### config.mk
export PLATFORM = sky130hd
export DESIGN_NAME = gregorian_date_counter_unit
export DESIGN_NICKNAME = d
export VERILOG_FILES = /design/src/hw/rtl/gdc_pkg.sv /design/src/hw/rtl/gregorian_date_counter_unit.sv /design/src/hw/rtl/gdc_step.sv
export VERILOG_INCLUDE_DIRS = /design/src /design/src/hw/rtl
export SDC_FILE = /design/constraint.sdc
export NUM_CORES = 1
export LEC_CHECK = 0
export ABC_AREA = 1
export BUFFER_PORTS_ARGS = -buffer_cell sky130_fd_sc_hd__buf_4
export CORE_AREA = 2 2 128 130
export CTS_CLUSTER_SIZE = 16
export DETAILED_ROUTE_END_ITERATION = 10
export DIE_AREA = 0 0 130 132
export PLACE_DENSITY = 0.85
export SLEW_MARGIN = 40
export SYNTH_ARGS = -nofsm -noshare
export SYNTH_HDL_FRONTEND = slang
export SYNTH_SLANG_ARGS = --single-unit
export TNS_END_PERCENT = 100
### constraint.sdc
create_clock -name i_clk -period 6.9 [get_ports i_clk]
set_clock_uncertainty 0.15 [all_clocks]
set_input_delay 1.38 -clock i_clk [delete_from_list [all_inputs] [get_ports i_clk]]
set_output_delay 1.38 -clock i_clk [all_outputs]
set_load 0.01 [all_outputs]
### src/hw/rtl/gregorian_date_counter_unit_macros.svh
// Assertion macros for the date counter unit.
// Needs i_clk and i_rst_n in the scope that uses them.
`ifndef GREGORIAN_DATE_COUNTER_UNIT_MACROS_SVH
`define GREGORIAN_DATE_COUNTER_UNIT_MACROS_SVH

// Condition holds at every edge out of reset.
`define GDC_ASSERT_ALWAYS(lbl, cond) \
    lbl: assert property (@(posedge i_clk) disable iff (!i_rst_n) (cond)) \
        else $error("date counter invariant violated");

// Consequent holds at the edge after the antecedent.
`define GDC_ASSERT_NEXT(lbl, ante, cons) \
    lbl: assert property (@(posedge i_clk) disable iff (!i_rst_n) (ante) |=> (cons)) \
        else $error("date counter sequence violated");

`endif

### src/hw/rtl/gdc_pkg.sv
// Shared types, constants and calendar functions for the date counter.
// No dependencies; used by gdc_step and gregorian_date_counter_unit.
package gdc_pkg;

    typedef logic [4:0]  t_day;
    typedef logic [3:0]  t_month;
    typedef logic [13:0] t_year;
    typedef logic [8:0]  t_days_left;

    typedef enum logic [1:0] {
        ACT_LOAD  = 2'd0,
        ACT_DAY   = 2'd1,
        ACT_MONTH = 2'd2,
        ACT_CMP   = 2'd3
    } t_action;

    typedef struct packed {
        t_action action;
        t_day    load_day;
        t_month  load_month;
        t_year   load_year;
    } t_in_word;

    typedef struct packed {
        t_day       cur_day;
        t_month     cur_month;
        t_year      cur_year;
        t_days_left days_left;
        logic       leap_flag;
        logic       is_later;
    } t_out_word;

    // stored date plus the leap bit of its year
    typedef struct packed {
        t_day   day;
        t_month month;
        t_year  year;
        logic   leap;
    } t_date;

    localparam t_year  YEAR_MAX    = 14'd9999;
    localparam t_year  YEAR_RESET  = 14'd2000;
    localparam t_month MONTH_JAN   = 4'd1;
    localparam t_month MONTH_FEB   = 4'd2;
    localparam t_month MONTH_APR   = 4'd4;
    localparam t_month MONTH_JUN   = 4'd6;
    localparam t_month MONTH_SEP   = 4'd9;
    localparam t_month MONTH_NOV   = 4'd11;
    localparam t_month MONTH_DEC   = 4'd12;
    localparam t_day   DAY_FIRST   = 5'd1;
    localparam t_day   LEN_SHORT   = 5'd30;
    localparam t_day   LEN_LONG    = 5'd31;
    localparam t_day   LEN_FEB     = 5'd28;

    // 25 * 7209 == 1 mod 2^14; y is a multiple of 25 iff y*inv mod 2^14 <= 16383/25
    localparam t_year  INV25       = 14'd7209;
    localparam t_year  DIV25_LIMIT = 14'd655;

    // leap: div by 4 and (not by 25, or by 16)  ==  4 but not 100, or 400
    function automatic logic f_leap(input t_year y);
        t_year prod;
        logic  div25;
        prod  = y * INV25;
        div25 = (prod <= DIV25_LIMIT);
        return (y[1:0] == 2'b00) && (!div25 || (y[3:2] == 2'b00));
    endfunction

    function automatic t_day f_month_len(input t_month m, input logic leap);
        t_day len;
        case (m)
            MONTH_FEB: len = LEN_FEB + {4'd0, leap};
            MONTH_APR, MONTH_JUN, MONTH_SEP, MONTH_NOV: len = LEN_SHORT;
            default: len = LEN_LONG;
        endcase
        return len;
    endfunction

    // days from the first of month m to the end of the year, inclusive
    function automatic t_days_left f_days_from(input t_month m, input logic leap);
        t_days_left base;
        case (m)
            4'd1:    base = 9'd365;
            4'd2:    base = 9'd334;
            4'd3:    base = 9'd306;
            4'd4:    base = 9'd275;
            4'd5:    base = 9'd245;
            4'd6:    base = 9'd214;
            4'd7:    base = 9'd184;
            4'd8:    base = 9'd153;
            4'd9:    base = 9'd122;
            4'd10:   base = 9'd92;
            4'd11:   base = 9'd61;
            default: base = 9'd31;
        endcase
        if (leap && (m <= MONTH_FEB)) begin
            base = base + 9'd1;
        end
        return base;
    endfunction

endpackage

### src/hw/rtl/gregorian_date_counter_unit.sv
// Gregorian date counter: top level with input register, date state and result register.
// An accepted word waits in the input register and moves to the result register when that slot is free.
// Throughput: one word per cycle unless the output stalls; the date update loop (leap check by
// one constant multiply, month length, rollover) is combinational.
// Reset (synchronous, active low): date 1 Jan 2000, both stages empty.
// Depends on gdc_pkg, gdc_step and gregorian_date_counter_unit_macros.svh.
module gregorian_date_counter_unit
    import gdc_pkg::*;
(
    input  logic      i_clk,
    input  logic      i_rst_n,
    input  logic      i_in_valid,
    output logic      o_in_stall,
    input  t_in_word  i_in_word,
    output logic      o_out_valid,
    input  logic      i_out_stall,
    output t_out_word o_out_word
);

`include "gregorian_date_counter_unit_macros.svh"

    // input register
    logic      r_in_valid;
    logic      n_in_valid;
    t_in_word  r_in;
    t_in_word  n_in;

    // stored date with the leap bit of its year
    t_date     r_date;
    t_date     n_date;

    // result register
    logic      r_out_valid;
    logic      n_out_valid;
    t_out_word r_out;
    t_out_word n_out;

    t_date     step_date;
    t_out_word step_result;
    logic      in_take;
    logic      adv;
    logic      date_in_range;

    gdc_step u_step (
        .i_date   (r_date),
        .i_word   (r_in),
        .o_date   (step_date),
        .o_result (step_result)
    );

    // the held word moves on when the result slot is empty or being drained
    assign adv        = r_in_valid && (!r_out_valid || !i_out_stall);
    assign o_in_stall = r_in_valid && !adv;
    assign in_take    = i_in_valid && !o_in_stall;

    always_comb begin
        n_in_valid  = r_in_valid;
        n_in        = r_in;
        n_date      = r_date;
        n_out_valid = r_out_valid;
        n_out       = r_out;
        if (adv) begin
            n_in_valid  = 1'b0;
            n_date      = step_date;
            n_out_valid = 1'b1;
            n_out       = step_result;
        end else if (!i_out_stall) begin
            n_out_valid = 1'b0;
        end
        if (in_take) begin
            n_in_valid = 1'b1;
            n_in       = i_in_word;
        end
    end

    always_ff @(posedge i_clk) begin
        if (!i_rst_n) begin
            r_in_valid   <= 1'b0;
            r_out_valid  <= 1'b0;
            r_date.day   <= DAY_FIRST;
            r_date.month <= MONTH_JAN;
            r_date.year  <= YEAR_RESET;
            r_date.leap  <= 1'b1;
        end else begin
            r_in_valid  <= n_in_valid;
            r_out_valid <= n_out_valid;
            r_date      <= n_date;
        end
    end

    // payload, no reset
    always_ff @(posedge i_clk) begin
        r_in  <= n_in;
        r_out <= n_out;
    end

    assign o_out_valid = r_out_valid;
    assign o_out_word  = r_out;

    assign date_in_range = (r_date.year <= YEAR_MAX) && (r_date.month >= MONTH_JAN)
                           && (r_date.month <= MONTH_DEC) && (r_date.day >= DAY_FIRST);

    // leap bit tracks the stored year
    `GDC_ASSERT_ALWAYS(a_leap_track, r_date.leap == f_leap(r_date.year))
    // stored date stays in range
    `GDC_ASSERT_ALWAYS(a_date_range, date_in_range)
    // a compare word leaves the date alone
    `GDC_ASSERT_NEXT(a_cmp_keeps, adv && (r_in.action == ACT_CMP), r_date == $past(r_date))
    // every advanced word lands in the result register
    `GDC_ASSERT_NEXT(a_adv_out, adv, r_out_valid && (r_out.cur_year == r_date.year))

endmodule

### src/hw/rtl/gdc_step.sv
// Next-date and result datapath of the date counter (combinational).
// Depends on gdc_pkg.
module gdc_step
    import gdc_pkg::*;
(
    input  t_date     i_date,
    input  t_in_word  i_word,
    output t_date     o_date,
    output t_out_word o_result
);

    t_year      ld_year;
    t_month     ld_month;
    logic       ld_leap;
    t_day       ld_len;
    t_day       ld_day;
    t_year      inc_year;
    logic       inc_leap;
    logic       month_end;
    logic       year_end;
    t_date      nx;
    t_days_left from_days;
    t_days_left left_days;
    logic       later;

    // load path, clamped to a valid date
    always_comb begin
        ld_year  = (i_word.load_year > YEAR_MAX) ? YEAR_MAX : i_word.load_year;
        if (i_word.load_month == 4'd0) begin
            ld_month = MONTH_JAN;
        end else if (i_word.load_month > MONTH_DEC) begin
            ld_month = MONTH_DEC;
        end else begin
            ld_month = i_word.load_month;
        end
        ld_leap = f_leap(ld_year);
        ld_len  = f_month_len(ld_month, ld_leap);
        if (i_word.load_day == 5'd0) begin
            ld_day = DAY_FIRST;
        end else if (i_word.load_day > ld_len) begin
            ld_day = ld_len;
        end else begin
            ld_day = i_word.load_day;
        end
    end

    // year rollover, leap of the following year in parallel
    assign inc_year  = (i_date.year >= YEAR_MAX) ? 14'd0 : (i_date.year + 14'd1);
    assign inc_leap  = f_leap(inc_year);
    assign month_end = (i_date.day >= f_month_len(i_date.month, i_date.leap));
    assign year_end  = (i_date.month >= MONTH_DEC);

    always_comb begin
        nx = i_date;
        case (i_word.action)
            ACT_LOAD: begin
                nx.day   = ld_day;
                nx.month = ld_month;
                nx.year  = ld_year;
                nx.leap  = ld_leap;
            end
            ACT_DAY: begin
                if (!month_end) begin
                    nx.day = i_date.day + 5'd1;
                end else begin
                    nx.day = DAY_FIRST;
                    if (year_end) begin
                        nx.month = MONTH_JAN;
                        nx.year  = inc_year;
                        nx.leap  = inc_leap;
                    end else begin
                        nx.month = i_date.month + 4'd1;
                    end
                end
            end
            ACT_MONTH: begin
                if (year_end) begin
                    nx.month = MONTH_JAN;
                    nx.year  = inc_year;
                    nx.leap  = inc_leap;
                end else begin
                    nx.month = i_date.month + 4'd1;
                end
            end
            default: begin
                nx = i_date;
            end
        endcase
    end

    // days left, floored at zero; a day past month end after a month step does not push it below zero
    assign from_days = f_days_from(nx.month, nx.leap);
    assign left_days = (from_days > {4'd0, nx.day}) ? (from_days - {4'd0, nx.day}) : 9'd0;

    // compare against the raw input date, year then month then day
    always_comb begin
        if (nx.year != i_word.load_year) begin
            later = (nx.year > i_word.load_year);
        end else if (nx.month != i_word.load_month) begin
            later = (nx.month > i_word.load_month);
        end else begin
            later = (nx.day > i_word.load_day);
        end
    end

    assign o_date             = nx;
    assign o_result.cur_day   = nx.day;
    assign o_result.cur_month = nx.month;
    assign o_result.cur_year  = nx.year;
    assign o_result.days_left = left_days;
    assign o_result.leap_flag = nx.leap;
    assign o_result.is_later  = later;

endmodule

==> Word-level counts from Yosys, hierarchy flattened <==
Memory sizes are Yosys's and may differ from the RTL's.
Cells that the tools add are included.
{ "classes": {"n_addsub": 7, "n_mux": 21, "reduce_logical": 25, "eq_ne": 15, "order_cmp": 13, "multipliers": 2} }
{ "ops": {"columns": ["operator", "count"], "rows": [
  ["19-bit one-hot mux with 3 select lines", 1],
  ["5-bit one-hot mux with 2 select lines", 3],
  ["14-bit by 10-bit <= comparator with 1-bit output (second input constant)", 2],
  ["14-bit by 13-bit multiplier with 14-bit output (second input constant)", 2],
  ["14-bit two-way mux", 2],
  ["19-bit two-way mux", 1],
  ["4-bit by 3-bit == test with 1-bit output (second input constant)", 4],
  ["4-bit == test (second input constant)", 4],
  ["15-bit two-way mux", 1],
  ["5-bit two-way mux", 3],
  ["14-bit by 1-bit adder with 14-bit output (second input constant)", 1],
  ["14-bit >= comparator (second input constant)", 1],
  ["14-bit > comparator", 1],
  ["14-bit > comparator (second input constant)", 1],
  ["14-bit inequality test", 1],
  ["4-bit two-way mux", 3],
  ["5-bit > comparator", 2],
  ["2-bit zero test", 5],
  ["9-bit by 1-bit adder with 9-bit output (second input constant)", 1],
  ["9-bit by 5-bit > comparator with 1-bit output", 1],
  ["9-bit two-way mux", 1],
  ["9-bit by 5-bit subtractor with 9-bit output", 1],
  ["3-bit by 2-bit adder with 4-bit output (first input constant)", 2],
  ["4-bit by 2-bit == test with 1-bit output (second input constant)", 2],
  ["19 further kinds", 37]
]} }
{ "word_totals": {"mem_count": 1, "out_inout_bits": 36, "wordCells": 100, "rom_bits": 144, "register_bits": 85} }
{ "memory_table": {"columns": ["memory", "depth", "word_bits", "rd", "rd_clocked_by_memory_dff", "wr", "line_no", "text"], "rows": [
  ["(no name shown)", 16, 9, 1, 0, 0, "gdc_pkg.sv:81", "case (m)"]
]} }

==> Longest topological paths before layout <==
{ "depth": {"depth_word": 16, "depth_mapped": 52, "mapped_depth_nobuf": 52} }

==> Cells and area by module <==
Synthesis repeated with hierarchy kept, for this count alone.
{ "hier_totals": {"hier_cells": 1163, "hier_area_um2": 8717.1} }
{ "modules_own_cells": {"columns": ["module", "n_inst", "cells_each", "seq_area_each_um2", "area_per_inst_um2"], "rows": [
  ["gdc_step", 1, 952, 0.0, 5869.4],
  ["gregorian_date_counter_unit", 1, 211, 2292.2, 2847.7]
]} }

==> Worst setup path before layout <==
No wires, ideal clock.
{ "synth_timing": {"path_kind": "reg-to-reg", "start": "register r_in[4] (netlist name)", "end": "register r_out, in the netlist o_out_word[4] (data pin)", "setup_time_ps": 256, "t_required_ps": 6494, "synth_period_minus_slack_ps": 7586, "stages_incl_launch_ff": 47, "arrival_time_ps": 7179, "setup_slack_ps": -686, "n_path_buf": 0, "cell_sequence": "edfxtp_1 nor2_1 nand2_1 nand2_1 nand2_2 nand2_4 clkinv_1 nor2_1 fa_1 inv_1 ha_1 ha_1 inv_1 fa_1 fa_1 inv_1 ha_1 a21oi_1 [... 11 more ...] nor4_1 nand2_1 o211ai_1 nand2_1 o21a_1 inv_1 ha_1 a21o_1 a21oi_1 nor2_1 o21ai_0 nand2_1 o21ai_0 nand2_1 inv_1 nand4_4 inv_4 nor2_2"} }
{ "synth_rtl": {"columns": ["element", "line_no", "text"], "rows": [
  ["start: declaration", "gregorian_date_counter_unit.sv:25", "t_in_word r_in;"],
  ["start signal: assignment", "gregorian_date_counter_unit.sv:93", "r_in <= n_in;"],
  ["end signal: assignment", "gregorian_date_counter_unit.sv:94", "r_out <= n_out;"],
  ["end: declaration", "gregorian_date_counter_unit.sv:35", "t_out_word r_out;"]
]} }

==> results.txt <==
----------------------------------------------------
[Run status]
  Outcome ... complete, but fails checks
  Failing checks ... setup timing

[STA]
  Setup repair after global routing missed its margin ... yes
  Sum of negative setup slack ... -2390 ps
  Final Hold Vio Count ... 0
  Minimum clock period after layout ... approximately 7000 ps
  Pin slew with the least headroom to its limit ... 708 ps
  Final-report setup violation count ... 10
  Highest clock rate ... 139 MHz
  Slew margin rel. ... 0.524
  Final max-slew violation count ... 0
  Final critical-path setup slack ... -284 ps
  Tcrit/Tclk final ... 1.04

[Global route]
  Global-route wire length before repair ... 38000 µm
  Grt total ovfl ... 0
  Via count of the first global-routing pass ... approximately 8000
  Largest net degree at the start of global routing ... between 70 and 80
  Gr usage total ... 0.273
  Antenna violations before repair ... 0

[Hold path]
  Min-delay worst type ... flip-flop to flip-flop

[Pwr]
  Worst-case vdd ir drop ... 0.258 mV
  Total leakage power ... 5.39 nW
  Power per standard cell area ... roughly 270 nW/µm²

[Clocking]
  Clock Tree Root ... sky130_fd_sc_hd__clkbuf_16
  Clock tree from TritonCTS ... built
  Sinks on the clock net ... 85
  Clock input transition at the sequential cells of the worst setup and hold paths ... 70 ps
  Number of buffers between clock root and the deepest sink ... 2
  Clock insertion delay at the later pin of the skew report ... 350 ps
  H-tree depth ... 3
  Hold_buf cts ... 0
  Total clock buffers created by CTS ... 9

[Yosys]
  Biggest area consumer among synthesized cells ... sky130_fd_sc_hd__edfxtp_1
  Distinct cell type count of the synthesized netlist ... 56
  Post-Syn Nets ... between 1000 and 1500
  Sequential share of the synthesized area ... 0.266
  Ranking of synthesized cells by area ... sky130_fd_sc_hd__edfxtp_1 21%, sky130_fd_sc_hd__ha_1 17%, sky130_fd_sc_hd__inv_1 9.2%
  Share of flip-flops with an asynchronous set or reset ... 0
  Prevailing post-synth register cell ... sky130_fd_sc_hd__edfxtp_1
  Flip-flop and latch count after synthesis ... 85
  Synthesized area per cell ... 7.63 µm²
  Cell area after synthesis ... about 8600 µm²
  Most frequent cell after synthesis ... sky130_fd_sc_hd__inv_1
  Number of warnings issued by yosys ... 0
  Count of flip-flops with a built-in enable after synthesis ... 59
  Commonest cells in the netlist ... 212 x sky130_fd_sc_hd__inv_1, 200 x sky130_fd_sc_hd__nand2_1, 116 x sky130_fd_sc_hd__ha_1
  Proportion of netlist area held by the largest area contributor ... 0.206
  Synthesized netlist cell count ... 1129

[Routing]
  Number of iterations in the first detailed-routing pass ... 6
  Routed vias ... approximately 8300
  Mean routed wirelength per cell ... 15.6 µm
  Number of nets with antenna violations after detailed routing ... 0
  DR vias/cell ... 5.49
  DRT iter0 DRCs ... 836
  Count of unresolved DRC violations after routing ... 0
  Final WL ... roughly 24000 µm

[Layout]
  Number of diodes ... 0
  Ratio of cells with drive above 1 in the final layout ... 0.259
  Synthesis-to-finish area growth ... 24.9%
  Layout filler cell count ... between 1000 and 1500
  Utilization after layout ... 0.685
  # nets final ... 1467
  Area of the multi-input gates ... 5630 µm²
  Area occupied by registers ... 2290 µm²

[Worst setup path]
  CP startpoint kind ... flip-flop
  Arrival time at the worst endpoint ... 7150 ps
  Maximum single-stage delay on the critical path ... 510 ps
  Worst path bufs/invs ... 8
  Critical Path Fanout Max ... 5
  Kind of end point of the critical path ... flip-flop
  Startpoint-to-endpoint class of the critical path ... flip-flop to flip-flop
  Largest delay share family, worst path ... adder cells
  Required arrival time at the worst endpoint ... 6860 ps
  CP max-delay cell ... sky130_fd_sc_hd__fa_1

[Floorplanning]
  Area of the die ... 17200 µm²
  Row Count ... 46
  Effective utilization at floorplan ... 0.548
  Die boundary height ... 132 µm
  IO Count ... 65
  X dimension of the die ... 130 µm
  Std-Cell Core Area ... about 16000 µm²

[Placed design]
  Final estimated routing congestion in global placement ... 0.993
  Post-detailed-placement half-perimeter wirelength ... 17600 µm
  I/O Buffers ... 64

[Job]
  # Max-Cap Violations ... 0

----------------------------------------------------
-- routing by layer --
layer  share of wire  GRT usage  vias to the layer above
li1                -          -                     4040
met1            0.40      0.351                     3772
met2            0.48      0.467                      443
met3           0.082     0.0386                       84
met4           0.036     0.0980                        0
met5               0          0                        -
-- cell usage in the layout (no fill, tap or decap), types with 9 or more instances in the layout --
| cell type | n |
|---|---|
| sky130_fd_sc_hd__nor2_1 | 64 |
| sky130_fd_sc_hd__nand2_2 | 21 |
| sky130_fd_sc_hd__o21ai_0 | 76 |
| sky130_fd_sc_hd__xnor2_1 | 14 |
| sky130_fd_sc_hd__ha_1 | 106 |
| sky130_fd_sc_hd__buf_4 | 181 |
| sky130_fd_sc_hd__o21ai_1 | 12 |
| sky130_fd_sc_hd__nand4_1 | 14 |
| sky130_fd_sc_hd__inv_1 | 201 |
| sky130_fd_sc_hd__o211ai_1 | 10 |
| sky130_fd_sc_hd__nand3_1 | 46 |
| sky130_fd_sc_hd__clkbuf_16 | 9 |
| sky130_fd_sc_hd__fa_1 | 23 |
| sky130_fd_sc_hd__a21oi_1 | 65 |
| sky130_fd_sc_hd__nand2_1 | 194 |
| sky130_fd_sc_hd__nor2_2 | 17 |
| sky130_fd_sc_hd__nor2_4 | 11 |
| sky130_fd_sc_hd__inv_2 | 29 |
| sky130_fd_sc_hd__edfxtp_1 | 59 |
| sky130_fd_sc_hd__dfxtp_1 | 25 |
| sky130_fd_sc_hd__ha_4 | 9 |
-- worst reg2reg max path, delay by kind of cell, from the launching register on --
family          cells  cell delay [ps]
compound gates     10             1260
fa+ha+maj           8             2510
buf+inv             8              580
flops               1              380
simple gates       21             2090
-- flip-flops by register name, indices dropped and copies added (netlist names) --
name / count
o_out_valid: 1
r_date: 24
r_in: 25
r_in_valid: 1
o_out_word: 34
-- path summary, 6_finish.rpt --
| check | from | slack, ps | cells past startpoint | end |
|---|---|---|---|---|
| max | r_in[5] | -280 | 47 | o_out_word[5] |
| min | o_out_valid | 360 | 2 | o_out_valid |
| max reg2reg | r_in[5] | -280 | 47 | o_out_word[5] |
| min reg2reg | o_out_valid | 360 | 2 | o_out_valid |
-- through the flow --
stage | cells | cell area [µm²] | power (W) | setup slack (ps) | hold slack (ps)
floorplan | 1129 | 8700 | 0.00175 | 4.49 | 307
finish | 1520 | 10800 | 0.00289 | -284 | 359
CTS | 1518 | 10600 | 0.00279 | -253 | 370
global route | 1520 | 10800 | 0.00314 | -722 | 422
global placement | 1493 | 10100 | 0.00217 | -186 | 354
detailed placement | 1493 | 10100 | 0.00223 | -448 | 361
-- power by group --
part / switching (W) / internal [W]
clock: 0.000221 / 0.000294
sequential: 0.0000268 / 0.000600
combinational: 0.000969 / 0.000777
total: 0.00122 / 0.00167
-- final cells by class --
type,count,share of cell area
clock inverters,4,0.00523
well taps,216,0.0251
repair buffers,183,0.128
multi-input cells,786,0.523
inverters,234,0.0828
flip-flops and latches,85,0.213
clock buffers,12,0.0229
-- cells by family (layout without fill, tap and decap cells) --
kind of cell             Yosys count  count (layout)  synth area share
AO/OA/AOI/OAI                    219             219             0.147
XOR/XNOR                          23              23            0.0234
adder cells (fa/ha/maj)          139             139             0.222
buffers and inverters            258             433             0.117
flip-flops                        85              85             0.266
AND/OR/NAND/NOR                  405             405             0.225
-- timing repair --
| action | in CTS | in global routing |
|---|---|---|
| buffers inserted | 10 | 5 |
| endpoints found under the hold margin | 0 | 0 |
| setup endpoints to repair | 10 | 10 |
| gates resized for setup | 21 | 33 |
| pin swaps | 12 | 7 |
Power figures use the tool's default switching activity.
